[config.mk]
export PLATFORM = sky130hd
export DESIGN_NAME = hmd_ctrl
export DESIGN_NICKNAME = d
export VERILOG_FILES = /design/src/hw/rtl/hmd_pkg.sv /design/src/hw/rtl/hmd_ctrl.sv
export SDC_FILE = /design/constraint.sdc
export NUM_CORES = 1
export LEC_CHECK = 0
export BUFFER_PORTS_ARGS = -buffer_cell sky130_fd_sc_hd__buf_2
export CAP_MARGIN = 20
export CORE_UTILIZATION = 45
export DETAILED_ROUTE_END_ITERATION = 10
export PLACE_DENSITY = 0.68
export SETUP_SLACK_MARGIN = 0.4
export SYNTH_ARGS = -nofsm -noshare
export SYNTH_HDL_FRONTEND = slang
export SYNTH_SLANG_ARGS = --single-unit
[constraint.sdc]
create_clock -name aclk -period 6.45 [get_ports aclk]
set_input_delay 0.3225 -clock aclk [delete_from_list [all_inputs] [get_ports aclk]]
set_output_delay 0.3225 -clock aclk [all_outputs]
set_load 0.1 [all_outputs]
[src/hw/rtl/hmd_pkg.sv]
// Package for the hour meter with display: shared types, op codes, constants,
// reciprocal constants for the constant dividers and the seven-segment patterns.
// No dependencies.
package hmd_pkg;

    // Field widths.
    localparam int COUNT_W     = 25;
    localparam int TIME_W      = 32;
    localparam int WINDOW_W    = 24;
    localparam int CLICK_W     = 3;
    localparam int OP_W        = 3;
    localparam int SEG_W       = 7;
    localparam int DIGIT_COUNT = 4;
    localparam int POS_W       = 2;

    // Register reset values.
    localparam logic [COUNT_W-1:0]  WRAP_LIMIT_RST      = COUNT_W'(32000000);
    localparam logic [COUNT_W-1:0]  ALARM_LEVEL_RST     = COUNT_W'(28800000);
    localparam logic [WINDOW_W-1:0] CLICK_WINDOW_RST    = WINDOW_W'(1000000);
    localparam logic [CLICK_W-1:0]  CLICKS_TO_CLEAR_RST = CLICK_W'(3);

    localparam logic [TIME_W-1:0] ERASED_VALUE = '1;

    // Display scaling: count / TICKS_PER_UNIT is done as a shift by the
    // power-of-two factor and a reciprocal multiply by the odd factor.
    localparam int TICKS_PER_UNIT = 3200;
    localparam int TPU_SHIFT      = 7;
    localparam int TPU_ODD        = TICKS_PER_UNIT / (2 ** TPU_SHIFT);
    localparam int UNIT_K         = 23;
    localparam int UNIT_PROD_W    = 37;
    localparam int UNIT_Q_W       = 14;
    localparam logic [UNIT_PROD_W-1:0] RECIP_UNIT =
        UNIT_PROD_W'((2 ** UNIT_K + TPU_ODD - 1) / TPU_ODD);

    // Save check: count % SAVE_EVERY == 0, via count / SAVE_EVERY.
    localparam int SAVE_EVERY     = 100;
    localparam int SAVE_SHIFT     = 2;
    localparam int SAVE_ODD       = SAVE_EVERY / (2 ** SAVE_SHIFT);
    localparam int SAVE_K         = 28;
    localparam int SAVE_PROD_W    = 47;
    localparam int SAVE_Q_W       = 19;
    localparam logic [SAVE_PROD_W-1:0] RECIP_SAVE =
        SAVE_PROD_W'((2 ** SAVE_K + SAVE_ODD - 1) / SAVE_ODD);

    // Decimal digit extraction on the scaled value.
    localparam int DIG_K       = 24;
    localparam int DIG_PROD_W  = 39;
    localparam int TEN_PROD_W  = 35;
    localparam int TENS_W      = 11;
    localparam logic [DIG_PROD_W-1:0] RECIP_POW10 [DIGIT_COUNT] = '{
        DIG_PROD_W'((2 ** DIG_K + 999) / 1000),
        DIG_PROD_W'((2 ** DIG_K + 99) / 100),
        DIG_PROD_W'((2 ** DIG_K + 9) / 10),
        DIG_PROD_W'(2 ** DIG_K)
    };
    localparam logic [TEN_PROD_W-1:0] RECIP_TEN = TEN_PROD_W'((2 ** DIG_K + 9) / 10);

    typedef enum logic [OP_W-1:0] {
        OP_TICK    = 3'd0,
        OP_CLICK   = 3'd1,
        OP_LONG    = 3'd2,
        OP_RELEASE = 3'd3,
        OP_SCAN    = 3'd4,
        OP_RESTORE = 3'd5
    } op_t;

    typedef enum logic [1:0] {
        REG_WRAP_LIMIT      = 2'd0,
        REG_ALARM_LEVEL     = 2'd1,
        REG_CLICK_WINDOW    = 2'd2,
        REG_CLICKS_TO_CLEAR = 2'd3
    } reg_idx_t;

    // Item leaving the control stage: the count after the item and what the
    // datapath still has to do with it.
    typedef struct packed {
        logic [COUNT_W-1:0]     count;
        logic                   scan_load;
        logic [POS_W-1:0]       pos;
        logic [DIGIT_COUNT-1:0] digit_en;
        logic                   save_tick;
        logic                   save_force;
    } stage_t;

    typedef struct packed {
        logic [COUNT_W-1:0]     save_value;
        logic                   save_now;
        logic                   alarm;
        logic [SEG_W-1:0]       segments;
        logic [DIGIT_COUNT-1:0] digit_en;
    } result_t;

    function automatic logic [SEG_W-1:0] seg_pattern(input logic [3:0] digit);
        logic [SEG_W-1:0] pat;
        case (digit)
            4'd1:    pat = 7'h06;
            4'd2:    pat = 7'h5B;
            4'd3:    pat = 7'h4F;
            4'd4:    pat = 7'h66;
            4'd5:    pat = 7'h6D;
            4'd6:    pat = 7'h7D;
            4'd7:    pat = 7'h07;
            4'd8:    pat = 7'h7F;
            4'd9:    pat = 7'h6F;
            default: pat = 7'h3F;
        endcase
        return pat;
    endfunction

endpackage

[src/hw/rtl/hmd_ctrl.sv]
// Control stage of the hour meter: count, click run, display and scan state.
// Updates its state on every accepted item and hands the item on as a stage_t.
// Depends on hmd_pkg.
module hmd_ctrl (
    input  logic                          aclk,
    input  logic                          aresetn,
    input  logic                          accept,
    input  logic [hmd_pkg::OP_W-1:0]      op,
    input  logic [hmd_pkg::TIME_W-1:0]    now_us,
    input  logic [hmd_pkg::TIME_W-1:0]    restore_value,
    input  logic [hmd_pkg::COUNT_W-1:0]   wrap_limit,
    input  logic [hmd_pkg::WINDOW_W-1:0]  click_window_us,
    input  logic [hmd_pkg::CLICK_W-1:0]   clicks_to_clear,
    output hmd_pkg::stage_t               item
);
    import hmd_pkg::*;

    logic [COUNT_W-1:0]     count_reg, count_next;
    logic                   display_reg, display_next;
    logic [POS_W-1:0]       scan_pos_reg, scan_pos_next;
    logic [CLICK_W-1:0]     run_reg, run_next;
    logic [TIME_W-1:0]      deadline_reg, deadline_next;
    logic [DIGIT_COUNT-1:0] digit_reg, digit_next;

    logic [COUNT_W:0]       tick_inc;
    logic [CLICK_W-1:0]     run_tmp;
    logic [TIME_W-1:0]      renewed;

    // True when x is strictly later than y in modulo-2^32 time.
    function automatic logic later_than(input logic [TIME_W-1:0] x,
                                        input logic [TIME_W-1:0] y);
        logic [TIME_W-1:0] diff;
        diff = x - y;
        return (diff != '0) && !diff[TIME_W-1];
    endfunction

    always_comb begin
        count_next    = count_reg;
        display_next  = display_reg;
        scan_pos_next = scan_pos_reg;
        run_next      = run_reg;
        deadline_next = deadline_reg;
        digit_next    = digit_reg;
        tick_inc      = {1'b0, count_reg} + (COUNT_W+1)'(1);
        renewed       = now_us + TIME_W'(click_window_us);
        run_tmp       = run_reg;
        item.scan_load  = 1'b0;
        item.pos        = scan_pos_reg;
        item.save_tick  = 1'b0;
        item.save_force = 1'b0;

        case (op_t'(op))
            OP_TICK: begin
                if (later_than(now_us, deadline_reg)) begin
                    deadline_next = '0;
                    run_next      = '0;
                end
                if (tick_inc >= {1'b0, wrap_limit}) begin
                    count_next = '0;
                end else begin
                    count_next = tick_inc[COUNT_W-1:0];
                end
                item.save_tick = 1'b1;
            end
            OP_CLICK: begin
                if (run_reg == '0) begin
                    run_next      = CLICK_W'(1);
                    deadline_next = renewed;
                end else begin
                    if (later_than(deadline_reg, now_us)) begin
                        deadline_next = renewed;
                        run_tmp       = run_reg + CLICK_W'(1);
                    end
                    if (run_tmp >= clicks_to_clear) begin
                        deadline_next = '0;
                        run_tmp       = '0;
                        count_next    = '0;
                    end
                    run_next = run_tmp;
                end
            end
            OP_LONG: begin
                display_next = 1'b1;
            end
            OP_RELEASE: begin
                display_next = 1'b0;
                digit_next   = '0;
            end
            OP_SCAN: begin
                if (display_reg) begin
                    item.scan_load = 1'b1;
                    digit_next     = DIGIT_COUNT'(1) << scan_pos_reg;
                    scan_pos_next  = scan_pos_reg + POS_W'(1);
                end else begin
                    digit_next = '0;
                end
            end
            OP_RESTORE: begin
                if (restore_value == ERASED_VALUE) begin
                    count_next      = '0;
                    item.save_force = 1'b1;
                end else if (restore_value >= TIME_W'(wrap_limit)) begin
                    count_next = '0;
                end else begin
                    count_next = restore_value[COUNT_W-1:0];
                end
            end
            default: begin
            end
        endcase

        item.count    = count_next;
        item.digit_en = digit_next;
    end

    always_ff @(posedge aclk) begin
        if (!aresetn) begin
            count_reg    <= '0;
            display_reg  <= 1'b0;
            scan_pos_reg <= '0;
            run_reg      <= '0;
            deadline_reg <= '0;
            digit_reg    <= '0;
        end else if (accept) begin
            count_reg    <= count_next;
            display_reg  <= display_next;
            scan_pos_reg <= scan_pos_next;
            run_reg      <= run_next;
            deadline_reg <= deadline_next;
            digit_reg    <= digit_next;
        end
    end

endmodule

# ---- Yosys cells after proc, flatten, opt, wreduce, memory -nomap -nowiden
# Cells that the tools add are included.
# W data, S select, Z words.
dict set report word_totals {
  register_bits 67
}
dict set report classes {
  n_eq_ne 8
  n_addsub 6
  order_cmp 3
  n_shift 1
  muxes 26
  reduce_logical 14
}
# cell count
set ops {}
lappend ops {{$mux W32} 4}
lappend ops {{$mux W25} 5}
lappend ops {{$pmux W25 S3} 1}
lappend ops {{$pmux W32 S2} 1}
lappend ops {{$reduce_bool A32 Y1} 2}
lappend ops {{$sub A32 B32 Y32} 2}
lappend ops {{$add A32 B24 Y32} 1}
lappend ops {{$eq A32 B32 Y1 const B} 1}
lappend ops {{$ge A32 B25 Y1} 1}
lappend ops {{$add A25 B1 Y26 const B} 1}
lappend ops {{$ge A26 B25 Y1} 1}
lappend ops {{$mux W3} 6}
lappend ops {{$pmux W4 S2} 1}
lappend ops {{$eq A3 B2 Y1 const B} 2}
lappend ops {{$eq A3 B3 Y1 const B} 2}
lappend ops {{$logic_not A3 Y1} 2}
lappend ops {{$pmux W3 S2} 1}
lappend ops {{$reduce_and A3 Y1} 2}
lappend ops {{$mux W1} 5}
lappend ops {{$mux W4} 1}
lappend ops {{$ne A4 B4 Y1 const B} 1}
lappend ops {{$reduce_and A4 Y1} 1}
lappend ops {{$reduce_bool A2 Y1} 2}
lappend ops {{$shl A1 B2 Y4 const A} 1}
lappend ops {{9 further kinds} 11}

# ---- Depth between registers and ports, before layout
dict set report depth {
  ltp_word 10
  mapped_depth 26
  depth_no_buf 23
}

# ---- Least setup slack after synthesis
# No wires, ideal clock.
dict set report synth_timing {
  path_type {input to output}
  from {input port op[0] (netlist bit)}
  to {output port item[9] (netlist bit)}
  path_buffers 2
  setup_slack_ns 0.316
  t_arrival_ns 5.811
  path_stages 8
  required_ns 6.128
  path_cell_list {clkbuf_1 nor3_1 nor4b_1 o21ai_0 a41o_1 clkbuf_1 or2_1 o21ai_0}
}
# item line
set synth_rtl {}
lappend synth_rtl {{start, declared} hmd_ctrl.sv:8} ;# input logic [hmd_pkg::OP_W-1:0] op,
lappend synth_rtl {{end, declared} hmd_ctrl.sv:14} ;# output hmd_pkg::stage_t item

==> metrics.md <==
| Metric | Value |
|---|---|
| Cells after Synth | `1489` |
| Site row count | `56` |
| Share of cells above drive strength 1 | `0.1556` |
| Core area | `23470 µm²` |
| Antenna-violating nets left | `0` |
| Pleak | `5.531 nW` |
| Die height | `156.8 µm` |
| CTS root buf | `clkbuf_16` |
| Max Root-Sink Buffers | `2` |
| Async SR Flop Fraction | `0` |
| Most common flop cell mapped by yosys | `dfxtp_1` |
| FF-to-FF Start | `deadline_reg[0]$_SDFFE_PN0P_` |
| Largest net degree at the start of global routing | `58` |
| Clk slew on worst S/H paths | `0.06 ns` |
| Worst hold path startpoint | `restore_value[3]` |
| Adder-Cell Fraction of Synth Area | `0.1732` |
| Worst-Skew Late Latency | `0.35 ns` |
| RR Endpoint | `deadline_reg[9]$_SDFFE_PN0P_` |
| Vias in the first global route | `10.93k` |
| Final period util | `0.8898` |
| YS warnings | `0` |
| Unrepaired setup endpoints after global routing | `false` |
| Final RePlAce weighted congestion | `1.005` |
| Worst Clk Skew | `0.009061 ns` |
| Post-route setup TNS | `0 ns` |
| Grt ovf | `0` |
| Max Cap Viol | `0` |
| Largest register FFs | `32` |
| Synthesis-stage register bit count | `67` |
| Die X | `156.8 µm` |
| Cells on worst reg2reg path | `21` |
| Worst hold endpoint | `count_reg[3]$_SDFFE_PN0P_` |
| Hold Path Stages | `3` |
| PD cells | `129.3 nW/µm²` |
| Class of the worst hold path | `in -> reg` |
| TritonCTS clock tree | `yes` |
| Htree depth | `3` |
| Area Growth Syn to Fin | `15.77%` |
| Crit path time final | `5.739 ns` |
| Die area | `24580 µm²` |
| Initial antenna violation count | `5` |
| Startpoint types | `flop` |
| Post-CTS Hold Buffers | `0` |
| Via count | `11.61k` |
| Number of flops mapped to enable cells by yosys | `0` |
| Post-Synth XOR/XNOR Area | `0.05606` |
| Worst reg2reg setup slack | `1.06 ns` |
| Final hold vios | `0` |
| First-pass GRT wire length | `56430 µm` |
| Wire length per cell | `18.25 µm` |
| CTS sink cnt | `67` |
| CP Class | `reg -> out` |
| Mean Syn Cell Area | `7.240 µm²` |
| Simple-gate share of the synthesized area | `0.2371` |
| Number of port buffers | `155` |
| Critical path capture point type | `output pin` |
| Run status | `finished clean` |
| Nets | `1878` |
| Post-synthesis mux area share | `0.04109` |
| Slew HR | `0.3745` |
| Peak VDD IR | `0.0001005 V` |
| Total power | `1.614 mW` |
| Post-synthesis compound-gate area fraction | `0.2905` |
| Worst Path Required | `6.13 ns` |
| Via-to-Cell Ratio | `6.003` |
| F_max | `174.2 MHz` |
| CTS Buf Count | `9` |
| Netlist cell types | `96` |
| Register area share after synthesis | `0.1244` |
| Largest family of logic cells by synthesized area | `compound AO/OA/AOI/OAI gates` |
| Boundary pin count | `156` |
| First-pass DRT Iterations | `5` |
| Tot GR Track Use | `0.2889` |
| Mapped Area | `10780 µm²` |
| Final Setup Violations | `0` |
| Syn Nets | `1759` |
| Starting Density | `0.4593` |
| DP HPWL | `28330 µm` |
| Fin. max-slew vios | `0` |
| Starting DRT DRC Count | `764` |
| Residual DRC count | `0` |
| Worst Path Arrival | `5.42 ns` |
| Crit path max fanout | `26` |
| Total Routed Length | `35300 µm` |
| Worst slew pin tran | `0.9383 ns` |
-- layout by cell type (no fill, tap or decap), drive strengths merged, types with 8 or more instances in the layout --
master	n
a2111oi	8
a211oi	18
a21o	48
a21oi	136
a22oi	22
a31oi	27
a32oi	9
and2	16
and3	23
buf	173
clkbuf	12
dfxtp	67
ha	146
inv	121
mux2i	42
nand2	178
nand2b	21
nand3	43
nand4	36
nor2	70
nor2b	16
nor3	38
nor4	14
o2111ai	8
o211ai	13
o21a	17
o21ai	93
o31ai	11
or2	11
or3	19
xnor2	51
xor2	18
-- what timing repair did --
item                       4_1_cts  5_1_grt
setup endpoints to repair       22       25
pin swaps                        0        5
resized for setup                2       14
cloned                           0        0
buffers inserted                 0        2
-- worst max-delay path, stage by stage, from the launching register on --
cell	delay (ns)
dfxtp_1	0.36
inv_1	0.06
ha_1	0.20
fa_1	0.42
nand2b_4	0.20
a211oi_4	0.34
o21ai_2	0.10
a31oi_1	0.21
o21ai_0	0.13
a2111oi_2	0.34
nand4_1	0.19
nor4_2	0.29
a31o_2	0.27
xnor2_1	0.14
ha_1	0.24
nand2b_1	0.14
a21o_1	0.17
a21o_1	0.18
a21oi_1	0.17
nand2b_1	0.18
buf_12	0.19
o21ai_0	0.11
o211ai_1	0.15
clkbuf_16	0.26
-- worst max path at each step --
stage / start / to / slack (ns) / cells past startpoint
after floorplan: op[0] / item[27] / 0.61 / 10
after global placement: now_us[25] / item[20] / 0.54 / 23
after detailed placement: now_us[24] / item[20] / 0.50 / 23
after CTS: deadline_reg[0]$_SDFFE_PN0P_ / item[20] / 0.44 / 23
after global routing: deadline_reg[0]$_SDFFE_PN0P_ / item[27] / 0.41 / 23
final: deadline_reg[0]$_SDFFE_PN0P_ / item[27] / 0.71 / 23
-- kinds of logic (layout without fill, tap and decap cells) --
family,Yosys count,count (layout)
multiplexers,44,44
flip-flops,67,67
XOR/XNOR,69,69
other,0,2
buffers and inverters,186,310
AND/OR/NAND/NOR,510,510
AO/OA/AOI/OAI,465,465
adder cells (fa/ha/maj),148,148
-- layer usage --
metal	routed length (µm)	track usage
met5	36	0
met4	1507	0.1354
met3	2364	0.05151
met1	14860	0.3522
met2	16540	0.4897
-- per-stage QoR --
step	instance area, µm²	util	setup WS [ns]	instances	hold WS [ns]
2_1_floorplan	10780	-	0.6115	1489	0.4473
3_3_place_gp	12070	0.5141	0.5377	1913	0.4565
3_5_place_dp	12070	0.5141	0.5038	1913	0.4727
4_1_cts	12380	0.5276	0.4430	1929	0.2851
5_1_grt	12480	0.5316	0.4131	1933	0.3085
6_report	12480	0.5317	0.7106	1934	0.2954
-- cell usage after synthesis (all sizes together) (21+ instances only) --
cell / instances / area [µm²]
nor2: 70 / 265.3
clkbuf: 34 / 127.6
a21oi: 136 / 721.9
inv: 120 / 450.4
o21ai: 93 / 476.7
dfxtp: 67 / 1341
nand2: 178 / 673.1
buf: 32 / 259.0
mux2i: 42 / 420.4
a22oi: 22 / 165.2
and3: 23 / 143.9
xnor2: 51 / 446.7
nand2b: 21 / 131.4
nand3: 43 / 215.2
a31oi: 27 / 168.9
ha: 146 / 1827
a21o: 48 / 360.4
nor3: 38 / 200.2
nand4: 36 / 231.5
-- power by group --
| part | switching [mW] | leakage, nW | internal, mW |
|---|---|---|---|
| clock network | 0.215 | 0.152 | 0.322 |
| registers | 0.0104 | 0.543 | 0.422 |
| logic | 0.400 | 4.84 | 0.243 |
| total | 0.626 | 5.53 | 0.988 |
-- layout make-up --
type                            count  area (µm²)
Clock inverter                      5       60.06
Fill cell                        2313       10990
Sequential cell                    67        1341
Tap cell                          319       399.1
Multi-Input combinational cell   1236        8653
Timing Repair Buffer              174        1319
Inverter                          120       450.4
Clock buffer                       11       252.7
Antenna cell                        2       5.005
Power figures use the tool's default switching activity.
